### config.mk
export PLATFORM = sky130hd
export DESIGN_NAME = read_inputs_response_checker_core_flat
export DESIGN_NICKNAME = d
export VERILOG_FILES = /design/src/rtl/rirc_pkg.sv /design/src/rtl/rirc_rx_if.sv /design/src/rtl/rirc_res_if.sv /design/src/rtl/read_inputs_response_checker_core.sv /design/src/flat_wrapper.sv
export VERILOG_INCLUDE_DIRS = /design/src /design/src/rtl
export SDC_FILE = /design/constraint.sdc
export NUM_CORES = 1
export LEC_CHECK = 0
export BUFFER_PORTS_ARGS = -buffer_cell sky130_fd_sc_hd__buf_2
export CAP_MARGIN = 30
export CORE_MARGIN = 5
export CORE_UTILIZATION = 52
export CTS_CLUSTER_DIAMETER = 200
export DETAILED_ROUTE_END_ITERATION = 16
export PLACE_DENSITY_LB_ADDON = 0.25
export SLEW_MARGIN = 20
export SYNTH_ARGS = -nofsm -noshare
export SYNTH_HDL_FRONTEND = slang
export SYNTH_SLANG_ARGS = --single-unit
### constraint.sdc
create_clock -name clk -period 8.18 [get_ports clk]
set_input_delay 1.227 -clock clk [delete_from_list [all_inputs] [get_ports clk]]
set_output_delay 1.227 -clock clk [all_outputs]
set_load 0.01 [all_outputs]
### src/rtl/assert_macros.svh
// Assertion helpers; each use expects clk and rst in scope.
`ifndef ASSERT_MACROS_SVH
`define ASSERT_MACROS_SVH

`define ASSERT_ALWAYS(lbl, expr) \
  lbl: assert property (@(posedge clk) disable iff (rst) (expr)) \
    else $error("assertion failed");

`define ASSERT_IMPLIES(lbl, pre, post) \
  lbl: assert property (@(posedge clk) disable iff (rst) (pre) |-> (post)) \
    else $error("assertion failed");

`define ASSERT_NEXT(lbl, pre, post) \
  lbl: assert property (@(posedge clk) disable iff (rst) (pre) |=> (post)) \
    else $error("assertion failed");

`endif

### src/rtl/rirc_pkg.sv
package rirc_pkg;

  localparam int HEADER_BYTES = 9;
  localparam logic [7:0] FUNC_READ_INPUTS = 8'h02;
  localparam logic [8:0] POS_MAX = 9'd511;

  typedef enum logic [2:0] {
    ST_OK          = 3'd0,
    ST_SHORT       = 3'd1,
    ST_TRANSACTION = 3'd2,
    ST_PROTOCOL    = 3'd3,
    ST_UNIT        = 3'd4,
    ST_FUNCTION    = 3'd5,
    ST_COUNT       = 3'd6
  } status_t;

  typedef enum logic [1:0] {
    REG_TRANSACTION = 2'd0,
    REG_UNIT        = 2'd1,
    REG_BITS        = 2'd2
  } reg_index_t;

  typedef struct packed {
    logic       result_kind;
    logic [7:0] payload_byte;
    logic [7:0] payload_index;
    logic [2:0] status;
    logic       last;
  } result_t;

endpackage

### src/rtl/rirc_rx_if.sv
interface rirc_rx_if;
  logic       valid;
  logic       ready;
  logic [7:0] rx_byte;
  logic       frame_end;

  modport source (output valid, output rx_byte, output frame_end, input ready);
  modport sink (input valid, input rx_byte, input frame_end, output ready);
endinterface

### src/rtl/rirc_res_if.sv
interface rirc_res_if;
  logic       valid;
  logic       ready;
  logic       result_kind;
  logic [7:0] payload_byte;
  logic [7:0] payload_index;
  logic [2:0] status;
  logic       last;

  modport source (output valid, output result_kind, output payload_byte,
                  output payload_index, output status, output last, input ready);
  modport sink (input valid, input result_kind, input payload_byte,
                input payload_index, input status, input last, output ready);
endinterface

### src/rtl/read_inputs_response_checker_core.sv
// Response checker for a read-discrete-inputs frame, one byte per item.
// rx: valid/ready channel of frame bytes; frame_end marks the last byte.
// res: valid/ready channel of results. Each byte from position 9 on gives a
//   provisional payload result; the last byte of a frame also gives a final
//   status result (after the payload result when both occur).
// cfg: write enable, register index and 16-bit data; write only while idle.
// Each result is registered into the result queue when its byte is accepted.
// Throughput: one byte per cycle while results are taken as fast as they are
//   made; a byte that yields two results queues both, and they leave one by one. The limit is
//   the single result port draining a four-entry result queue.
// rx.ready is high while the queue has room for two results, so a byte is
//   still accepted while earlier results wait on a stalled receiver; once
//   fewer than two entries are free, rx.ready drops until results are taken.
// Reset (rst, synchronous) empties the queue, restarts the frame and loads
//   the register defaults (expected bits 1, others 0).
module read_inputs_response_checker_core (
  input  logic        clk,
  input  logic        rst,
  input  logic        cfg_we,
  input  logic [1:0]  cfg_index,
  input  logic [15:0] cfg_data,
  rirc_rx_if.sink     rx,
  rirc_res_if.source  res
);

`include "assert_macros.svh"

  localparam int DEPTH = 4;
  localparam int PW = $clog2(DEPTH);
  localparam int CW = $clog2(DEPTH + 1);

  logic [15:0] expected_transaction;
  logic [7:0]  expected_unit;
  logic [10:0] expected_bits;

  logic [8:0] byte_position;
  logic [2:0] first_error;
  logic [7:0] declared_count;

  logic [8:0] byte_position_next;
  logic [2:0] first_error_next;
  logic [7:0] declared_count_next;

  rirc_pkg::result_t mem [DEPTH];
  logic [PW-1:0] wr_ptr;
  logic [PW-1:0] rd_ptr;
  logic [CW-1:0] count;

  logic rx_acc;
  logic res_acc;
  logic has_pay;
  logic [2:0] err_here;
  logic [8:0] length;
  logic [8:0] want_len;
  logic [2:0] final_status;
  logic [8:0] idx_full;
  rirc_pkg::result_t pay_res;
  rirc_pkg::result_t fin_res;
  rirc_pkg::result_t head;
  logic [1:0] n_push;

  always_ff @(posedge clk) begin
    if (rst) begin
      expected_transaction <= 16'd0;
      expected_unit <= 8'd0;
      expected_bits <= 11'd1;
    end else if (cfg_we) begin
      case (cfg_index)
        rirc_pkg::REG_TRANSACTION: expected_transaction <= cfg_data;
        rirc_pkg::REG_UNIT: expected_unit <= cfg_data[7:0];
        rirc_pkg::REG_BITS: expected_bits <= cfg_data[10:0];
        default: ;
      endcase
    end
  end

  assign rx_acc = rx.valid && rx.ready;
  assign res_acc = res.valid && res.ready;
  assign rx.ready = (count <= CW'(DEPTH - 2));

  always_comb begin
    err_here = rirc_pkg::ST_OK;
    declared_count_next = declared_count;
    case (byte_position)
      9'd0: if (rx.rx_byte != expected_transaction[15:8]) err_here = rirc_pkg::ST_TRANSACTION;
      9'd1: if (rx.rx_byte != expected_transaction[7:0]) err_here = rirc_pkg::ST_TRANSACTION;
      9'd2, 9'd3: if (rx.rx_byte != 8'd0) err_here = rirc_pkg::ST_PROTOCOL;
      9'd6: if (rx.rx_byte != expected_unit) err_here = rirc_pkg::ST_UNIT;
      9'd7: if (rx.rx_byte != rirc_pkg::FUNC_READ_INPUTS) err_here = rirc_pkg::ST_FUNCTION;
      9'd8: begin
        declared_count_next = rx.rx_byte;
        if (rx.rx_byte == 8'd0 || {rx.rx_byte, 3'b000} < expected_bits) begin
          err_here = rirc_pkg::ST_COUNT;
        end
      end
      default: ;
    endcase
    first_error_next = (first_error != rirc_pkg::ST_OK) ? first_error : err_here;
    byte_position_next = (byte_position < rirc_pkg::POS_MAX) ?
                         byte_position + 9'd1 : byte_position;

    has_pay = (byte_position >= 9'(rirc_pkg::HEADER_BYTES));
    idx_full = byte_position - 9'(rirc_pkg::HEADER_BYTES);
    pay_res.result_kind = 1'b0;
    pay_res.payload_byte = rx.rx_byte;
    pay_res.payload_index = idx_full[8] ? 8'd255 : idx_full[7:0];
    pay_res.status = rirc_pkg::ST_OK;
    pay_res.last = 1'b0;

    length = byte_position_next;
    want_len = 9'(rirc_pkg::HEADER_BYTES) + {1'b0, declared_count_next};
    if (length < 9'(rirc_pkg::HEADER_BYTES)) final_status = rirc_pkg::ST_SHORT;
    else if (first_error_next != rirc_pkg::ST_OK) final_status = first_error_next;
    else if (length != want_len) final_status = rirc_pkg::ST_SHORT;
    else final_status = rirc_pkg::ST_OK;
    fin_res.result_kind = 1'b1;
    fin_res.payload_byte = 8'd0;
    fin_res.payload_index = 8'd0;
    fin_res.status = final_status;
    fin_res.last = 1'b1;

    n_push = rx_acc ? ({1'b0, has_pay} + {1'b0, rx.frame_end}) : 2'd0;
  end

  always_ff @(posedge clk) begin
    if (rst) begin
      byte_position <= 9'd0;
      first_error <= rirc_pkg::ST_OK;
      declared_count <= 8'd0;
    end else if (rx_acc) begin
      if (rx.frame_end) begin
        byte_position <= 9'd0;
        first_error <= rirc_pkg::ST_OK;
        declared_count <= 8'd0;
      end else begin
        byte_position <= byte_position_next;
        first_error <= first_error_next;
        declared_count <= declared_count_next;
      end
    end
  end

  always_ff @(posedge clk) begin
    if (n_push != 2'd0) begin
      mem[wr_ptr] <= has_pay ? pay_res : fin_res;
    end
    if (n_push == 2'd2) begin
      mem[wr_ptr + PW'(1)] <= fin_res;
    end
  end

  always_ff @(posedge clk) begin
    if (rst) begin
      wr_ptr <= '0;
      rd_ptr <= '0;
      count <= '0;
    end else begin
      wr_ptr <= wr_ptr + PW'(n_push);
      if (res_acc) rd_ptr <= rd_ptr + PW'(1);
      count <= count + CW'(n_push) - CW'(res_acc);
    end
  end

  assign head = mem[rd_ptr];
  assign res.valid = (count != '0);
  assign res.result_kind = head.result_kind;
  assign res.payload_byte = head.payload_byte;
  assign res.payload_index = head.payload_index;
  assign res.status = head.status;
  assign res.last = head.last;

  `ASSERT_ALWAYS(a_queue_bound, count <= CW'(DEPTH))
  `ASSERT_NEXT(a_frame_restart, rx_acc && rx.frame_end,
               byte_position == 9'd0 && first_error == rirc_pkg::ST_OK)
  `ASSERT_NEXT(a_pos_saturate, rx_acc && !rx.frame_end && byte_position == rirc_pkg::POS_MAX,
               byte_position == rirc_pkg::POS_MAX)
  `ASSERT_IMPLIES(a_last_is_final, res.valid && res.last, res.result_kind)

endmodule

### src/flat_wrapper.sv
// flat-port wrapper written by rule: the top's interface ports become plain ports
module read_inputs_response_checker_core_flat 
  (clk, rst, cfg_we, cfg_index, cfg_data, rx_valid, rx_rx_byte, rx_frame_end, rx_ready, res_valid, res_result_kind, res_payload_byte, res_payload_index, res_status, res_last, res_ready);
  rirc_rx_if rx_i ();
  rirc_res_if res_i ();
  input  logic clk;
  input  logic rst;
  input  logic cfg_we;
  input  logic [1:0] cfg_index;
  input  logic [15:0] cfg_data;
  input wire logic [$bits(rx_i.valid)-1:0] rx_valid;
  input wire logic [$bits(rx_i.rx_byte)-1:0] rx_rx_byte;
  input wire logic [$bits(rx_i.frame_end)-1:0] rx_frame_end;
  output wire logic [$bits(rx_i.ready)-1:0] rx_ready;
  output wire logic [$bits(res_i.valid)-1:0] res_valid;
  output wire logic [$bits(res_i.result_kind)-1:0] res_result_kind;
  output wire logic [$bits(res_i.payload_byte)-1:0] res_payload_byte;
  output wire logic [$bits(res_i.payload_index)-1:0] res_payload_index;
  output wire logic [$bits(res_i.status)-1:0] res_status;
  output wire logic [$bits(res_i.last)-1:0] res_last;
  input wire logic [$bits(res_i.ready)-1:0] res_ready;
  assign rx_i.valid = rx_valid;
  assign rx_i.rx_byte = rx_rx_byte;
  assign rx_i.frame_end = rx_frame_end;
  assign rx_ready = rx_i.ready;
  assign res_valid = res_i.valid;
  assign res_result_kind = res_i.result_kind;
  assign res_payload_byte = res_i.payload_byte;
  assign res_payload_index = res_i.payload_index;
  assign res_status = res_i.status;
  assign res_last = res_i.last;
  assign res_i.ready = res_ready;
  read_inputs_response_checker_core u_core (.clk(clk), .rst(rst), .cfg_we(cfg_we), .cfg_index(cfg_index), .cfg_data(cfg_data), .rx(rx_i), .res(res_i));
endmodule
Word-level counts from Yosys, hierarchy flattened
Memory sizes are Yosys's and may differ from the RTL's. A register that Yosys moved wholly into a read port is not among the register bits.
Index checks and enable logic that the tools add are counted.
{ "classes": {"addsub": 9, "order_cmp": 5, "n_eq_ne": 14, "n_mux": 25, "n_reduce_logical": 15} }
{ "ops": {"columns": ["op", "count"], "rows": [
  ["$mux 8", 3],
  ["$ne 8x8->1", 3],
  ["$mux 21", 1],
  ["$mux 3", 7],
  ["$eq 9x2->1 const B", 2],
  ["$eq 9x3->1 const B", 2],
  ["$mux 9", 2],
  ["$pmux 3 s6", 1],
  ["$mux 2", 6],
  ["$lt 11x11->1", 1],
  ["$add 4x8->9 const A", 1],
  ["$add 9x1->9 const B", 1],
  ["$eq 9x1->1 const B", 1],
  ["$eq 9x4->1 const B", 1],
  ["$ge 9x4->1 const B", 1],
  ["$logic_not 9->1", 1],
  ["$lt 9x4->1 const B", 1],
  ["$lt 9x9->1 const B", 1],
  ["$ne 9x9->1", 1],
  ["$reduce_bool 3->1", 3],
  ["$sub 9x4->9 const B", 1],
  ["$logic_not 8->1", 1],
  ["$ne 8x2->1 const B", 1],
  ["$reduce_bool 8->1", 1],
  ["other kinds (15)", 24]
]} }
{ "totals": {"regBits": 62, "ram_bits": 84, "out_inout_bits": 23, "wordCells": 78, "n_memories": 1} }
{ "mem_list": {"columns": ["memory", "depth", "word_bits", "read_ports", "rd_ports_with_merged_regs", "wr", "line", "source"], "rows": [
  ["u_core.mem", 4, 21, 1, 1, 2, "read_inputs_response_checker_core.sv:44", "rirc_pkg::result_t mem [DEPTH];"]
]} }

Longest topological paths before layout
{ "logic_depth": {"depth_word": 9, "ltp_mapped": 17} }

Worst setup path after synthesis
OpenSTA, ideal clock, no wires.
{ "synth_path": {"path_kind": "register to register", "startpoint": "reg u_core.byte_position[5]", "endpoint": "mem u_core.mem[1][1] (netlist name) (data pin)", "arrival_time_ns": 3.271, "t_required_ns": 7.910, "setup_slack_ns": 4.640, "stages_incl_launch_ff": 16, "period_less_slack_ns": 3.540, "path_cell_list": "dfxtp_1 > or4_1 > buf_2 > a21o_1 > or2_2 > clkbuf_1 > clkbuf_1 > ha_1 > clkbuf_1 > mux2_2 > nand2_1 > or2_2 > clkbuf_1 > inv_1 > nand2_1 > nor3_1"} }
{ "synth_lines": {"columns": ["item", "line", "source"], "rows": [
  ["start, declared", "read_inputs_response_checker_core.sv:36", "logic [8:0] byte_position;"],
  ["start signal, assigned", "read_inputs_response_checker_core.sv:136", "byte_position <= byte_position_next;"],
  ["end, declared", "read_inputs_response_checker_core.sv:44", null]
]} }

==> results.py <==
metrics = {
    "yosys": {
        "synth_area_sq_um": 7210,
        "syn_inst": 773,
        "synthXorXnorAreaFrac": 0.0450,
        "synth_area_leaders": "dfxtp_1, mux4_2, edfxtp_1",
        "synth.largest_area_cell": "dfxtp_1",
        "synth_nets": 825,
        "synth_compound_area_frac": 0.174,
        "synthTopCellsByCount": "dfxtp_1, nand2_1, nor2_1",
        "synth.top_cell.area_share": 0.367,
        "synth_top_family_by_area": "compound AO/OA/AOI/OAI gates",
        "synth_edf_count": 12,
        "synthMuxAreaShare": 0.118,
        "ys.flop_type": "dfxtp_1",
        "syn_area_per_cell_sq_um": 9.32,
        "ys_types": 60,
        "synth_seq_cells": 144,
        "synth-simple-area-share": 0.162,
        "yosysMostFrequentCell": "dfxtp_1",
        "synthArstFlopShare": 0,
        "synth_seq_area_share": 0.417,
        "synthAdderAreaFrac": 0.0358,
        "ys_warn_count": 0,
    },
    "drt": {
        "m1WireLength_mm": 8.11,
        "via_per_inst": 6.10,
        "met2WireLength_mm": 9.47,
        "drcViolationCount": 0,
        "vias": 6039,
        "drt_iter0_drc": 487,
        "avgRoutedWirePerCell_um": 19.0,
        "met3_length_um": 979,
        "wl_mm": 18.8,
        "postRouteAntennaNets": 0,
        "drt_pass1_iterations": 5,
        "top_layer": "met4",
    },
    "timing": {
        "fin_setup_tns_ns": 0,
        "slew_violations": 0,
        "setup_viol": 0,
        "post-route-period-util": 0.517,
        "slew_headroom": 0.446,
        "hold_violations": 0,
        "finalCriticalPeriod_ns": 4.23,
        "worst_pin_slew_ns": 0.829,
        "max_freq_mhz": 236,
        "clock_skew_ns": 0.0106,
        "grt_setup_unrepaired": "false",
    },
    "final_layout": {
        "fin_nets": 849,
        "final_layout_size_suffix_gt1_frac": 0.163,
        "multiInputGateArea_sq_um": 3860,
        "antennaDiodeCount": 0,
        "final_util": 0.593,
        "area_growth_pct": 12.9,
        "seq_area_sq_um": 3000,
        "fillers": 1182,
    },
    "grt": {
        "grt_pass1_vias": 5925,
        "grt_usage": 0.238,
        "grt_pass1_wl_mm": 30.9,
        "antenna_found_initial": 0,
        "grt_start_max_net_pins": 44,
        "overflow": 0,
    },
    "min_path": {
        "hold_path.class": "reg2reg",
        "hold_path_depth": 2,
    },
    "worst_setup_path": {
        "cp_cell_sequence": "or4_1, or4_1, mux2_2, ha_1, a21oi_1, mux2_2, nor2_1, xnor2_1, nand3_1, nor4_2, nor3_1",
        "path_class": "reg2reg",
        "path_delay_family": "simple AND/OR/NAND/NOR gates",
        "crit_path_max_fanout": 17,
        "cp_num_buf_inv": 0,
        "start_kind": "register",
        "critPathMaxStageDelay_ns": 0.85,
        "cp.required_ns": 8.32,
        "cp.arrival_ns": 4.38,
        "reg2regPathDepth": 11,
        "crit_cells": 11,
        "crit_slowest_cell": "or4_1",
        "crit_path_end_kind": "register",
    },
    "clock_network": {
        "htreeDepth": 4,
        "ctsResizeCount": 0,
        "cts.path.max_buffers": 2,
        "path_clk_slew_ns": 0.06,
        "ctsHoldBuffers": 0,
        "root_buffer": "clkbuf_16",
        "cts.sinks": 144,
        "cts_buffers": 17,
        "cts_tree": "built",
        "insertion_delay_ns": 0.42,
        "postCtsSetupBuffers": 0,
    },
    "flow_run": {
        "cap_violations": 0,
    },
    "floorplan": {
        "core.rowCount": 43,
        "dieArea_sq_um": 16300,
        "fp.dieW_um": 128,
        "initial_core_util": 0.525,
        "die_h_um": 128,
        "ioPinCount": 55,
        "core_area_sq_um": 13700,
    },
    "placed_design": {
        "gp_congestion": 0.920,
        "io_buffers": 54,
        "place_hpwl_mm": 13.1,
    },
    "pwr": {
        "peakVddDrop_uv": 205,
        "power.density_nw_per_um2": 225,
        "power.leakage_nw": 3.21,
    },
    "outcome": {
        "status": "finished, final reports clean",
    },
}
power by group:
part	leakage, nW	internal (W)	switching (W)
logic	1.74	0.000125	0.000183
clock network	0.280	0.000428	0.000330
registers	1.18	0.000743	0.0000239
total	3.21	0.00130	0.000537
worst paths after layout:
check / from / endpoint / slack [ns]
worst max-delay path: u_core.byte_position[8] / u_core.mem[2][1] / 3.95
worst min-delay path: u_core.mem[1][0] / u_core.mem[1][0] / 0.45
worst max register to register: u_core.byte_position[8] / u_core.mem[2][1] / 3.95
worst min register to register: u_core.mem[1][0] / u_core.mem[1][0] / 0.45
through the flow:
step / cell area, sq um / cells / worst slack (ns) / hold slack [ns] / total power (W)
floorplan: 7210 / 773 / 4.64 / 0.418 / 0.00100
global placement: 7510 / 953 / 4.09 / 0.431 / 0.00108
detailed placement: 7540 / 955 / 3.99 / 0.439 / 0.00108
CTS: 8120 / 987 / 3.97 / 0.448 / 0.00184
global route: 8140 / 990 / 3.71 / 0.478 / 0.00191
finish: 8140 / 990 / 3.95 / 0.448 / 0.00183
worst reg2reg max path, cell delays in order, from the launching register on:
cell and delay, ns:
dfxtp_1 0.46, or4_1 0.69, or4_1 0.85, mux2_2 0.39, ha_1 0.22, a21oi_1 0.09
mux2_2 0.30, nor2_1 0.14, xnor2_1 0.13, nand3_1 0.11, nor4_2 0.45, nor3_1 0.12
flip-flops by register name, indices dropped and copies added, names as in the netlist, named ones only:
name,cells
u_core.byte_position,9
u_core.count,3
u_core.declared_count,8
u_core.expected_bits,11
u_core.expected_transaction,16
u_core.expected_unit,8
u_core.first_error,3
u_core.mem,80
u_core.rd_ptr,2
u_core.wr_ptr,2
cell type report:
class | count | share of cell area
clock buffer | 17 | 0.0523
clock inverter | 15 | 0.0185
inverter | 36 | 0.0166
multi-input combinational | 536 | 0.474
sequential | 144 | 0.369
tap | 180 | 0.0277
timing repair buffer | 62 | 0.0421
per-layer routing:
layer	up-vias	GRT usage
met3	24	0.0475
li1	2846	-
met1	2976	0.307
met4	0	0.0724
met2	193	0.405
met5	-	0
cells by family (layout without fill, tap and decap cells):
| group | count (synthesis) | count (layout) |
|---|---|---|
| simple gates | 247 | 247 |
| compound gates | 173 | 173 |
| flops | 144 | 144 |
| buf+inv | 93 | 130 |
| mux | 59 | 59 |
| xor+xnor | 37 | 37 |
| fa+ha+maj | 20 | 20 |
cell usage in the layout (no fill, tap or decap), types with 17 or more instances in the layout:
cell,instances
nand2_1,92
a22o_1,20
clkbuf_16,17
mux4_2,20
a32o_1,33
mux2i_1,34
a21oi_1,32
buf_2,54
xnor2_1,29
o21ai_0,28
nor2_1,67
ha_1,19
dfxtp_1,132
inv_1,36
(Power assumes the default switching activity.)
